--- src/mdio_pkg.sv ---
// Shared types and constants for the MDIO management master.
`default_nettype none

package mdio_pkg;

  localparam int DATA_BITS = 16;
  localparam int PRE_W     = 6;
  localparam int ADDR_W    = 5;
  localparam int POS_W     = 7;
  localparam int BODY_BASE = 64;

  localparam logic [1:0] ACT_TICK  = 2'd0;
  localparam logic [1:0] ACT_READ  = 2'd1;
  localparam logic [1:0] ACT_WRITE = 2'd2;
  localparam logic [1:0] ACT_NOP   = 2'd3;

  localparam logic CFG_PREAMBLE = 1'b0;
  localparam logic CFG_MAX_PHY  = 1'b1;

  localparam logic [PRE_W-1:0]  PREAMBLE_RESET = 6'd32;
  localparam logic [ADDR_W-1:0] MAX_PHY_RESET  = 5'd8;

  typedef struct packed {
    logic                   is_tick;
    logic                   is_start;
    logic                   start_read;
    logic [2*ADDR_W-1:0]    address_bits;
    logic [DATA_BITS-1:0]   write_data;
    logic                   sample;
  } mdio_item_t;

  typedef struct packed {
    logic             write;
    logic             index;
    logic [PRE_W-1:0] data;
  } cfg_req_t;

  typedef struct packed {
    logic                 clock_pulse;
    logic                 line_drive;
    logic                 line_level;
    logic                 busy_res;
    logic                 done_res;
    logic [DATA_BITS-1:0] read_value;
    logic                 rejected;
  } mdio_result_t;

endpackage

`default_nettype wire

--- src/mdio_management_master.sv ---
// Top level of the clause-22 MDIO management master.
//
//   channel  direction  handshake            payload
//   in       request    in_valid / in_stall  action, phy_address, register_address,
//                                            write_data, mdio_sample
//   out      result     out_valid/out_stall  clock_pulse, line_drive, line_level,
//                                            busy_res, done_res, read_value, rejected
//   cfg      write      cfg_write            cfg_index, cfg_data
//
// One request per cycle sustained while the output does not stall; each request
// yields one result: the queue slot is written at the accepting edge, the result
// register when the frame sequencer pops the item from the queue head.
// The frame sequencer handles one request per cycle from the queue head unless stalled.
// Reset returns the configuration registers to their defaults and empties the queue.
// in_stall rises only while the queue is full; an output stall backs up the queue.
`default_nettype none

module mdio_management_master
  import mdio_pkg::*;
#(
  parameter int QUEUE_DEPTH = 2
) (
  input  wire logic                 clk,
  input  wire logic                 rst,
  input  wire logic                 in_valid,
  output logic                      in_stall,
  input  wire logic [1:0]           action,
  input  wire logic [ADDR_W-1:0]    phy_address,
  input  wire logic [ADDR_W-1:0]    register_address,
  input  wire logic [DATA_BITS-1:0] write_data,
  input  wire logic                 mdio_sample,
  output logic                      out_valid,
  input  wire logic                 out_stall,
  output logic                      clock_pulse,
  output logic                      line_drive,
  output logic                      line_level,
  output logic                      busy_res,
  output logic                      done_res,
  output logic [DATA_BITS-1:0]      read_value,
  output logic                      rejected,
  input  wire logic                 cfg_write,
  input  wire logic                 cfg_index,
  input  wire logic [PRE_W-1:0]     cfg_data
);

  mdio_item_t   front_item;
  mdio_item_t   head_item;
  mdio_result_t result;
  cfg_req_t     cfg;
  logic         queue_full;
  logic         queue_empty;
  logic         head_pop;

  assign cfg.write = cfg_write;
  assign cfg.index = cfg_index;
  assign cfg.data  = cfg_data;

  assign in_stall = queue_full;

  mdio_front u_front (
    .action           (action),
    .phy_address      (phy_address),
    .register_address (register_address),
    .write_data       (write_data),
    .mdio_sample      (mdio_sample),
    .item             (front_item)
  );

  mdio_queue #(
    .DEPTH (QUEUE_DEPTH)
  ) u_queue (
    .clk       (clk),
    .rst       (rst),
    .push      (in_valid && !queue_full),
    .push_item (front_item),
    .full      (queue_full),
    .pop       (head_pop),
    .pop_item  (head_item),
    .empty     (queue_empty)
  );

  mdio_back u_back (
    .clk        (clk),
    .rst        (rst),
    .cfg        (cfg),
    .item_avail (!queue_empty),
    .item       (head_item),
    .item_pop   (head_pop),
    .out_valid  (out_valid),
    .out_stall  (out_stall),
    .result     (result)
  );

  assign clock_pulse = result.clock_pulse;
  assign line_drive  = result.line_drive;
  assign line_level  = result.line_level;
  assign busy_res    = result.busy_res;
  assign done_res    = result.done_res;
  assign read_value  = result.read_value;
  assign rejected    = result.rejected;

endmodule

`default_nettype wire

--- src/mdio_front.sv ---
// Front end: decode the incoming request into a queue item.
`default_nettype none

module mdio_front
  import mdio_pkg::*;
(
  input  wire logic [1:0]           action,
  input  wire logic [ADDR_W-1:0]    phy_address,
  input  wire logic [ADDR_W-1:0]    register_address,
  input  wire logic [DATA_BITS-1:0] write_data,
  input  wire logic                 mdio_sample,
  output mdio_item_t                item
);

  always_comb begin
    item.is_tick      = 1'b0;
    item.is_start     = 1'b0;
    item.start_read   = 1'b0;
    item.address_bits = {phy_address, register_address};
    item.write_data   = write_data;
    item.sample       = mdio_sample;
    unique case (action)
      ACT_TICK:  item.is_tick = 1'b1;
      ACT_READ:  begin
        item.is_start   = 1'b1;
        item.start_read = 1'b1;
      end
      ACT_WRITE: item.is_start = 1'b1;
      ACT_NOP:   item.is_tick = 1'b0;
      default:   item.is_tick = 1'b0;
    endcase
  end

endmodule

`default_nettype wire

--- src/mdio_queue.sv ---
// Small request queue between the front end and the frame sequencer.
`default_nettype none

module mdio_queue
  import mdio_pkg::*;
#(
  parameter int DEPTH = 2
) (
  input  wire logic       clk,
  input  wire logic       rst,
  input  wire logic       push,
  input  wire mdio_item_t push_item,
  output logic            full,
  input  wire logic       pop,
  output mdio_item_t      pop_item,
  output logic            empty
);

  localparam int PTR_W = (DEPTH > 1) ? $clog2(DEPTH) : 1;
  localparam int CNT_W = $clog2(DEPTH + 1);

  mdio_item_t           slots [DEPTH];
  logic [PTR_W-1:0]     wr_ptr;
  logic [PTR_W-1:0]     rd_ptr;
  logic [CNT_W-1:0]     count;

  assign full     = (count == CNT_W'(DEPTH));
  assign empty    = (count == '0);
  assign pop_item = slots[rd_ptr];

  function automatic logic [PTR_W-1:0] ptr_inc(input logic [PTR_W-1:0] p);
    if (p == PTR_W'(DEPTH - 1)) begin
      return '0;
    end
    return p + PTR_W'(1);
  endfunction

  always_ff @(posedge clk) begin
    if (push) begin
      slots[wr_ptr] <= push_item;
    end
  end

  always_ff @(posedge clk) begin
    if (rst) begin
      wr_ptr <= '0;
      rd_ptr <= '0;
      count  <= '0;
    end else begin
      if (push) begin
        wr_ptr <= ptr_inc(wr_ptr);
      end
      if (pop) begin
        rd_ptr <= ptr_inc(rd_ptr);
      end
      if (push && !pop) begin
        count <= count + CNT_W'(1);
      end else if (pop && !push) begin
        count <= count - CNT_W'(1);
      end
    end
  end

endmodule

`default_nettype wire

--- src/mdio_back.sv ---
// Back end: frame sequencer, configuration registers and result register.
`default_nettype none

module mdio_back
  import mdio_pkg::*;
(
  input  wire logic       clk,
  input  wire logic       rst,
  input  wire cfg_req_t   cfg,
  input  wire logic       item_avail,
  input  wire mdio_item_t item,
  output logic            item_pop,
  output logic            out_valid,
  input  wire logic       out_stall,
  output mdio_result_t    result
);

  logic [PRE_W-1:0]      preamble_length;
  logic [ADDR_W-1:0]     max_phy_address;

  logic [POS_W-1:0]      frame_position;
  logic                  is_read;
  logic [2*ADDR_W-1:0]   address_bits;
  logic [DATA_BITS-1:0]  data_shift;
  logic                  sample_pending;
  logic                  active;

  logic [POS_W-1:0]      frame_position_next;
  logic                  is_read_next;
  logic [2*ADDR_W-1:0]   address_bits_next;
  logic [DATA_BITS-1:0]  data_shift_next;
  logic                  sample_pending_next;
  logic                  active_next;

  mdio_result_t          result_next;
  logic [PRE_W-1:0]      b;
  logic [3:0]            addr_idx;
  logic [DATA_BITS-1:0]  shifted;

  assign item_pop = item_avail && (!out_valid || !out_stall);

  always_comb begin
    result_next         = '0;
    frame_position_next = frame_position;
    is_read_next        = is_read;
    address_bits_next   = address_bits;
    data_shift_next     = data_shift;
    sample_pending_next = sample_pending;
    active_next         = active;
    b                   = frame_position[PRE_W-1:0];
    addr_idx            = 4'(6'd13 - b);
    shifted             = sample_pending ? {data_shift[DATA_BITS-2:0], item.sample}
                                         : data_shift;
    if (item.is_start) begin
      if (active || (item.address_bits[2*ADDR_W-1:ADDR_W] > max_phy_address)) begin
        result_next.rejected = 1'b1;
      end else begin
        active_next         = 1'b1;
        is_read_next        = item.start_read;
        address_bits_next   = item.address_bits;
        data_shift_next     = item.start_read ? '0 : item.write_data;
        sample_pending_next = 1'b0;
        frame_position_next = POS_W'(BODY_BASE) - {1'b0, preamble_length};
      end
    end else if (item.is_tick && active) begin
      data_shift_next     = shifted;
      sample_pending_next = 1'b0;
      if (!frame_position[POS_W-1]) begin
        result_next.clock_pulse = 1'b1;
        result_next.line_drive  = 1'b1;
        result_next.line_level  = 1'b1;
      end else if (b < 6'd14) begin
        result_next.clock_pulse = 1'b1;
        result_next.line_drive  = 1'b1;
        if (b < 6'd2) begin
          result_next.line_level = b[0];
        end else if (b < 6'd4) begin
          result_next.line_level = is_read ? (b == 6'd2) : (b == 6'd3);
        end else begin
          result_next.line_level = address_bits[addr_idx];
        end
      end else if (!is_read) begin
        if (b < 6'd16) begin
          result_next.clock_pulse = 1'b1;
          result_next.line_drive  = 1'b1;
          result_next.line_level  = (b == 6'd14);
        end else if (b < 6'(16 + DATA_BITS)) begin
          result_next.clock_pulse = 1'b1;
          result_next.line_drive  = 1'b1;
          result_next.line_level  = shifted[~b[3:0]];
        end else begin
          result_next.done_res = 1'b1;
        end
      end else begin
        if (b == 6'd14) begin
          result_next.clock_pulse = 1'b0;
        end else if (b < 6'(16 + DATA_BITS)) begin
          result_next.clock_pulse = 1'b1;
          if (b >= 6'd16) begin
            sample_pending_next = 1'b1;
          end
        end else if (b == 6'(16 + DATA_BITS)) begin
          result_next.clock_pulse = 1'b1;
          result_next.line_drive  = 1'b1;
          result_next.line_level  = 1'b1;
        end else begin
          result_next.done_res   = 1'b1;
          result_next.read_value = shifted;
        end
      end
      if (result_next.done_res) begin
        active_next         = 1'b0;
        frame_position_next = '0;
        sample_pending_next = 1'b0;
      end else begin
        frame_position_next = frame_position + POS_W'(1);
      end
    end
    result_next.busy_res = active_next;
  end

  always_ff @(posedge clk) begin
    if (rst) begin
      preamble_length <= PREAMBLE_RESET;
      max_phy_address <= MAX_PHY_RESET;
    end else if (cfg.write) begin
      unique case (cfg.index)
        CFG_PREAMBLE: preamble_length <= cfg.data;
        CFG_MAX_PHY:  max_phy_address <= cfg.data[ADDR_W-1:0];
        default:      preamble_length <= preamble_length;
      endcase
    end
  end

  always_ff @(posedge clk) begin
    if (rst) begin
      frame_position <= '0;
      is_read        <= 1'b0;
      address_bits   <= '0;
      data_shift     <= '0;
      sample_pending <= 1'b0;
      active         <= 1'b0;
      out_valid      <= 1'b0;
    end else begin
      if (item_pop) begin
        frame_position <= frame_position_next;
        is_read        <= is_read_next;
        address_bits   <= address_bits_next;
        data_shift     <= data_shift_next;
        sample_pending <= sample_pending_next;
        active         <= active_next;
        out_valid      <= 1'b1;
      end else if (!out_stall) begin
        out_valid      <= 1'b0;
      end
    end
  end

  always_ff @(posedge clk) begin
    if (item_pop) begin
      result <= result_next;
    end
  end

endmodule

`default_nettype wire
--- config.mk ---
export PLATFORM = sky130hd
export DESIGN_NAME = mdio_management_master
export DESIGN_NICKNAME = d
export VERILOG_FILES = /design/src/mdio_pkg.sv /design/src/mdio_management_master.sv /design/src/mdio_front.sv /design/src/mdio_queue.sv /design/src/mdio_back.sv
export SDC_FILE = /design/constraint.sdc
export NUM_CORES = 1
export LEC_CHECK = 0
export BUFFER_PORTS_ARGS = -buffer_cell sky130_fd_sc_hd__buf_2
export CORE_MARGIN = 2
export CORE_UTILIZATION = 58
export CTS_CLUSTER_DIAMETER = 50
export DETAILED_ROUTE_END_ITERATION = 10
export PLACE_DENSITY = 0.81
export SLEW_MARGIN = 30
export SYNTH_ARGS = -nofsm -noshare
export SYNTH_HDL_FRONTEND = slang
export SYNTH_SLANG_ARGS = --single-unit
--- constraint.sdc ---
create_clock -name clk -period 3.6 [get_ports clk]
set_clock_uncertainty 0.1 [all_clocks]
set_input_delay 0.72 -clock clk [delete_from_list [all_inputs] [get_ports clk]]
set_output_delay 0.72 -clock clk [all_outputs]
set_load 0.02 [all_outputs]
==> impl_metrics.csv, run 1 <==
group,metric,value,unit
place,port_buffers,64,
setup_path,critPathSlowestCell,"o21ba_1",
yosys,synthCells,539,
yosys,synth_most_common_cell,"edfxtp_1",
yosys,synth_area_leader_cell,"edfxtp_1",
clock_tree,ctsRootBufferMaster,"clkbuf_8",
setup_path,worst_path_dominant_cell_family,"compound AO/OA/AOI/OAI gates",
setup_path,crit_type,"flip-flop to flip-flop",
yosys,netlist_top_cells_area,"edfxtp_1 41%, dfxtp_1 18%, mux2i_1 7.3%, nor2_1 3.8%, nand2_1 3.1%",
yosys,async_flop_share,0,%
yosys,ys_ff_latch,135,
die,die-area,11200,um^2
global_routing,grt_use_total,23.2,%
detailed_routing,avgRoutedWirePerCell,16.4,um
yosys,ys_top_cells_by_count,"82 x edfxtp_1, 61 x nor2_1, 53 x dfxtp_1",
timing,period_share,90.7,%
setup_path,worstPathCellList,"mux2_2 > ha_1 > nor2b_1 > o21a_1 > o21ai_0 > a21oi_2 > o21ba_1 > o21ai_0 > a21oi_1",
cells_and_area,antennaDiodeCount,0,
detailed_routing,post-route-drc-count,0,
place,dp_hpwl,7990,um
cells_and_area,fin_area,6950,um^2
place,placed_cell_area,6400,um^2
setup_path,r2r_slack,0.33,ns
global_routing,grt_pass1_vias,4044,
yosys,ys_seq_area_share,58.5,%
global_routing,antenna_found_initial,0,
clock_tree,cts-resized-gates,0,
setup_path,critPathLaunchType,"flip-flop",
power_and_ir_drop,p_leak,2.50,nW
clock_tree,hold_buffers,0,
yosys,ys_warn_count,0,
global_routing,grt_pass1_wl,20100,um
setup_path,crit_buf_inv,0,
clock_tree,cts_max_level,4,
yosys,synthFlopType,"edfxtp_1",
timing,max_freq,306,MHz
die,io_pins,65,
timing,period_minus_slack,3.27,ns
timing,setup_viol,0,
detailed_routing,num_vias,4330,
die,dieWidth,106,um
timing,rsz0062_at_grt,"no",
power_and_ir_drop,peakVddDrop,0.422,mV
clock_tree,postCtsSetupRepairBufs,0,
detailed_routing,drt-pass1-iter-count,4,
clock_tree,clk_latency,0.53,ns
detailed_routing,wirelength,12200,um
die,die_h,106,um
die,core_region_area,10200,um^2
cells_and_area,syn2layout_area_growth,15.4,%
clock_tree,cts.reportedPaths.clkPinSlew,0.06,ns
setup_path,crit_path_max_incr_delay,0.83,ns
setup_path,critPathCaptureType,"flip-flop",
setup_path,crit_fanout,26,
yosys,yosys.area.top_type_share,40.9,%
clock_tree,cts.path.max_buffers,2,
detailed_routing,drt_iter0_markers,303,
timing,finalSetupTns,0,ns
global_routing,overflow,0,
setup_path,crit_required,3.95,ns
yosys,avgSynthCellArea,11.2,um^2
detailed_routing,vias_per_cell,5.81,
die,initial_core_util,59.2,%
cells_and_area,fin_nets,651,
yosys,synth_area,6020,um^2
cells_and_area,drive_gt1_share,19.2,%
setup_path,arrival,3.62,ns
die,row_count,37,
timing,max_slew_margin,36.5,%
yosys,synthesis.nets,594,
clock_tree,clock-sinks,135,
run_status,status,"finished, final reports clean",
global_routing,grt_start_max_net_pins,56,
setup_path,path_common_cell,"o21ai_0",
clock_tree,numCtsBuffers,17,
clock_tree,cts_tree,"yes",
job,maxCapViolations,0,
worst_hold_path,hold_path.class,"input port to flip-flop",
power_and_ir_drop,powerDensity,758,nW/um^2
timing,tightest_slew,0.953,ns
detailed_routing,ant_nets,0,
yosys,yosysUniqueCellTypes,49,
timing,finalHoldViolCount,0,
timing,finalMaxSlewViolations,0,
place,gp_congestion,0.904,
yosys,synth_edf_count,82,
[where the power goes]
group          internal, mW  switching, mW
registers              2.01          0.197
logic                 0.529          0.965
clock network         0.915          0.657
total                  3.45           1.82
[per-layer routing]
layer / vias up / share of wire [%] / track usage, %
met5: - / 0 / 0
met4: 0 / 1.8 / 9.40
met3: 28 / 6.8 / 5.64
met2: 163 / 47 / 35.4
met1: 2039 / 45 / 32.0
li1: 2100 / - / -
[placed cells by master (no fill, tap or decap), drive strengths merged, types with 2 or more instances in the layout]
cell	count
edfxtp	82
buf	70
nor2	62
dfxtp	53
nand2	50
mux2i	44
a21oi	36
o22ai	23
inv	22
nor3	19
clkbuf	17
a211oi	14
ha	14
o21ai	11
nand3	10
clkinv	9
mux2	7
nor2b	6
or3	6
xnor2	6
and3	5
xor2	4
nand4	3
o32ai	3
a211o	3
clkinvlp	3
a31oi	2
nand2b	2
o31ai	2
mux4	2
o311a	2
a311oi	2
a32oi	2
[path summary, 6_finish.rpt]
check / startpoint / endpoint / cells after the start
hold reg to reg: u_back.max_phy_address[4]$_SDFFE_PP0P_ / u_back.max_phy_address[4]$_SDFFE_PP0P_ / 2
hold / removal: write_data[1] / u_queue.slots[0][2]$_DFFE_PP_ / 1
setup reg to reg: flip-flop / u_back.frame_position[4]$_SDFFE_PP0P_ / 9
setup / recovery: flip-flop / u_back.frame_position[4]$_SDFFE_PP0P_ / 9
[final cells by class]
class                      instances  area, um^2
tap                              136         170
clock buffer                      17         414
timing repair buffer              70         368
inverter                          20        75.1
clock inverter                    15         130
fill                             753        3230
multi-input combinational        352        2270
sequential                       135        3520
[per-stage QoR]
step	power [mW]	utilization (%)	hold WS (ns)	setup WS, ns	instances
global placement	3.63	62.9	0.347	0.560	713
global route	5.53	68.3	0.260	0.0567	745
finish	5.27	68.3	0.275	0.333	745
detailed placement	3.70	62.9	0.353	0.375	713
floorplan	3.32	-	0.335	0.843	539
CTS	5.28	68.2	0.255	0.312	745
[cells by family after synthesis]
kind of cell | Yosys count | synth area share (%)
AOI/OAI and AO/OA | 109 | 11.8
xor gates and xnor gates | 10 | 1.45
adders and majority gates | 14 | 2.91
buffers and inverters | 52 | 3.86
DFF | 135 | 58.5
muxes | 53 | 9.37
and+or+nand+nor | 166 | 12.1
[registers in the layout (all words and copies together), names as in the netlist, named ones only]
register,flops
u_back.result,22
u_back.out_valid,1
u_back.sample_pending,1
u_back.active,1
u_queue.rd_ptr,1
u_queue.count,2
u_back.preamble_length,6
u_back.frame_position,7
u_back.is_read,1
u_back.address_bits,10
u_back.max_phy_address,5
u_queue.slots,60
u_back.data_shift,16
u_queue.wr_ptr,1
[worst reg2reg max path, delay by kind of cell, from the launching register on]
family                   cells  cell delay (ns)
multiplexers                 1             0.39
AO/OA/AOI/OAI                6             1.82
flip-flops                   1             0.45
adder cells (fa/ha/maj)      1             0.30
AND/OR/NAND/NOR              1             0.15
Note: power is estimated with default switching activity, not from simulation.
==> run 2: changes to the inputs <==
Settings changed: ABC_AREA set to 1, CORE_UTILIZATION 58 to 59, PLACE_DENSITY 0.81 to 0.82, SKIP_LAST_GASP set to 1.
==> run 2 against run 1 <==
  * Worst setup slack better by 0.41 ns
  * Final cell count increased by 16%
  * Core utilization grew 1.3 points
  * Area after synthesis rose by 1.3%
  * Combinational power up 26%
  * Critical endpoint is now u_back.data_shift[13]$_SDFFE_PP0P_
  * Largest cell class unchanged
  * Highest routed layer unchanged
==> impl_metrics.csv, run 2 <==
group,metric,value,unit
clock_tree,hold_buffers,0,
clock_tree,clock-sinks,135,
power_and_ir_drop,seqPwrFrac,39.0,%
cells_and_area,syn2layout_area_growth,16.2,%
clock_tree,cts-resized-gates,0,
clock_tree,clk_latency,0.53,ns
cells_and_area,fillers,787,
cells_and_area,layout_commonest_cell,"nand2_1",
place,placed_cell_area,6500,um^2
worst_hold_path,hold_path.class,"input port to flip-flop",
setup_path,r2r_cells,7,
cells_and_area,regMostFlops,"u_queue.slots",
run_status,status,"finished, final reports clean",
setup_path,worst_path_dominant_cell_family,"simple AND/OR/NAND/NOR gates",
timing,period_minus_slack,2.86,ns
setup_path,critPathSlowestCell,"nand3_2",
clock_tree,numCtsBuffers,17,
timing,setup_viol,0,
power_and_ir_drop,p_clk_share,29.2,%
detailed_routing,vias_per_cell,5.56,
setup_path,crit_buf_inv,1,
yosys,synth_edf_count,82,
yosys,synthCells,654,
detailed_routing,drt-pass1-iter-count,5,
timing,rsz0062_at_grt,"no",
cells_and_area,register_area,3520,um^2
die,die_h,106,um
cells_and_area,multi_input_area,2200,um^2
setup_path,crit_path_max_incr_delay,0.51,ns
setup_path,critPathLaunchType,"flip-flop",
setup_path,crit_path_end,"u_back.data_shift[13]$_SDFFE_PP0P_",
power_and_ir_drop,p_leak,2.84,nW
setup_path,crit_type,"flip-flop to flip-flop",
timing,tightest_slew,0.880,ns
power_and_ir_drop,peakVddDrop,0.578,mV
die,initial_core_util,59.9,%
timing,max_freq,349,MHz
place,dp.cells,834,
die,die-area,11200,um^2
detailed_routing,drt_iter0_markers,362,
setup_path,worstPathCellList,"buf_4 > nand2_1 > nand2_2 > nand3_2 > o32ai_1 > o21ai_1 > a21oi_1",
detailed_routing,num_vias,4811,
timing,period_share,79.5,%
power_and_ir_drop,p_switching,2.21,mW
cells_and_area,top_regs,"u_queue.slots (60), u_back.result (22), u_back.data_shift (16)",
global_routing,grt_pass1_vias,4506,
cells_and_area,stdcell_count,866,
power_and_ir_drop,powerDensity,835,nW/um^2
clock_tree,postCtsSetupRepairBufs,0,
power_and_ir_drop,p_int,3.70,mW
detailed_routing,ant_nets,0,
clock_tree,cts_max_level,4,
global_routing,antenna_found_initial,0,
cells_and_area,fin_nets,772,
yosys,synthFlopType,"edfxtp_1",
timing,finalHoldViolCount,0,
yosys,avgSynthCellArea,9.33,um^2
setup_path,r2r_slack,0.74,ns
setup_path,critPathCaptureType,"flip-flop",
cells_and_area,antennaDiodeCount,0,
setup_path,r2r_end,"u_back.data_shift[13]$_SDFFE_PP0P_",
global_routing,overflow,0,
clock_tree,cts_tree,"yes",
timing,max_slew_margin,41.3,%
place,dp_hpwl,9200,um
place,port_buffers,64,
yosys,ys_seq_area_share,57.7,%
cells_and_area,largest_reg_flops,60,
job,maxCapViolations,0,
setup_path,path_depth,7,
die,dieWidth,106,um
cells_and_area,drive_gt1_share,17.7,%
cells_and_area,layout_common_cells,"132 x nand2_1, 95 x nor2_1, 82 x edfxtp_1",
timing,finalMaxSlewViolations,0,
setup_path,arrival,3.21,ns
place,gp_congestion,0.946,
detailed_routing,wirelength,13500,um
yosys,yosys.area.top_type_share,40.4,%
global_routing,grt_start_max_net_pins,33,
die,io_pins,65,
yosys,synthesis.nets,709,
yosys,synth_area,6100,um^2
detailed_routing,avgRoutedWirePerCell,15.6,um
yosys,ys_ff_latch,135,
setup_path,crit_required,3.95,ns
detailed_routing,post-route-drc-count,0,
power_and_ir_drop,power,5.92,mW
cells_and_area,fin_area,7090,um^2
global_routing,grt_use_total,25.7,%
die,core_region_area,10200,um^2
timing,finalSetupTns,0,ns
yosys,ys_warn_count,0,
yosys,ys_top_cells_by_count,"132 x nand2_1, 97 x nor2_1, 82 x edfxtp_1",
die,row_count,37,
yosys,synth_area_leader_cell,"edfxtp_1",
power_and_ir_drop,p_comb_share,31.8,%
clock_tree,cts.reportedPaths.clkPinSlew,0.06,ns
yosys,async_flop_share,0,%
clock_tree,ctsRootBufferMaster,"clkbuf_8",
setup_path,crit_fanout,28,
power_and_ir_drop,p_sw_share,37.4,%
clock_tree,cts.path.max_buffers,2,
yosys,synth_most_common_cell,"nand2_1",
yosys,netlist_top_cells_area,"edfxtp_1 40%, dfxtp_1 17%, nand2_1 8.1%, nor2_1 6.0%, a21oi_1 3.9%",
yosys,yosysUniqueCellTypes,41,
global_routing,grt_pass1_wl,22200,um
run 2: cell types whose count changed in the layout (fill, tap and decap cells not counted), sizes merged, moves of 11 or more:
| cell | previous run | this run |
|---|---|---|
| nand2 | 50 | 135 |
| inv | 22 | 64 |
| o32ai | 3 | 17 |
| nor3 | 19 | 2 |
| a211oi | 14 | 3 |
| mux2i | 44 | 1 |
| o21ai | 11 | 47 |
| nor2 | 62 | 100 |
| nand3 | 10 | 25 |
| a21oi | 36 | 52 |
| o22ai | 23 | 4 |
run 2: worst min path at each step:
| stage | start | to | cells after the start | slack, ns |
|---|---|---|---|---|
| final | write_data[3] | u_queue.slots[0][4]$_DFFE_PP_ | 1 | 0.28 |
| after CTS | register_address[3] | u_queue.slots[1][20]$_DFFE_PP_ | 1 | 0.26 |
| after floorplan | u_queue.rd_ptr$_SDFFE_PP0P_ | flip-flop | 1 | 0.33 |
| after global routing | write_data[15] | u_queue.slots[1][16]$_DFFE_PP_ | 1 | 0.27 |
| after global placement | u_queue.rd_ptr$_SDFFE_PP0P_ | u_queue.rd_ptr$_SDFFE_PP0P_ | 1 | 0.34 |
| after detailed placement | u_queue.rd_ptr$_SDFFE_PP0P_ | u_queue.rd_ptr$_SDFFE_PP0P_ | 1 | 0.35 |
run 2: routing by layer:
metal	global-route usage, %	vias up	wire, um
met1	36.7	2243	6150
met4	9.49	0	225
li1	-	2363	-
met3	5.75	25	983
met2	38.5	180	6180
met5	0	-	0
run 2: cells by family after synthesis:
| group | after synthesis | synth area share [%] |
|---|---|---|
| AND/OR/NAND/NOR | 277 | 18.8 |
| AO/OA/AOI/OAI | 137 | 13.8 |
| flip-flops | 135 | 57.7 |
| buffers and inverters | 88 | 6.32 |
| adder cells (fa/ha/maj) | 14 | 2.87 |
| XOR/XNOR | 2 | 0.287 |
| multiplexers | 1 | 0.164 |
run 2: per-stage QoR:
stage	hold WS [ns]	utilization (%)	setup slack, ns
3_5_place_dp	0.346	63.8	0.874
3_3_place_gp	0.342	63.8	0.940
6_report	0.278	69.6	0.739
5_1_grt	0.269	69.6	0.514
4_1_cts	0.261	69.6	0.784
2_1_floorplan	0.326	-	0.925
run 2: final cells by class:
class	instances	area share (%)
timing repair buffer	71	5.26
sequential	135	49.7
clock buffer	17	5.84
tap	136	2.40
clock inverter	15	2.51
multi-input combinational	431	31.0
inverter	61	3.27
run 2: power groups by stage:
stage | sequential [mW] | clock (mW) | combinational (mW)
detailed placement | 2.34 | 0 | 1.84
global route | 2.35 | 1.80 | 2.09
finish | 2.31 | 1.73 | 1.88
CTS | 2.30 | 1.74 | 1.87
floorplan | 2.42 | 0 | 1.25
global placement | 2.33 | 0 | 1.79
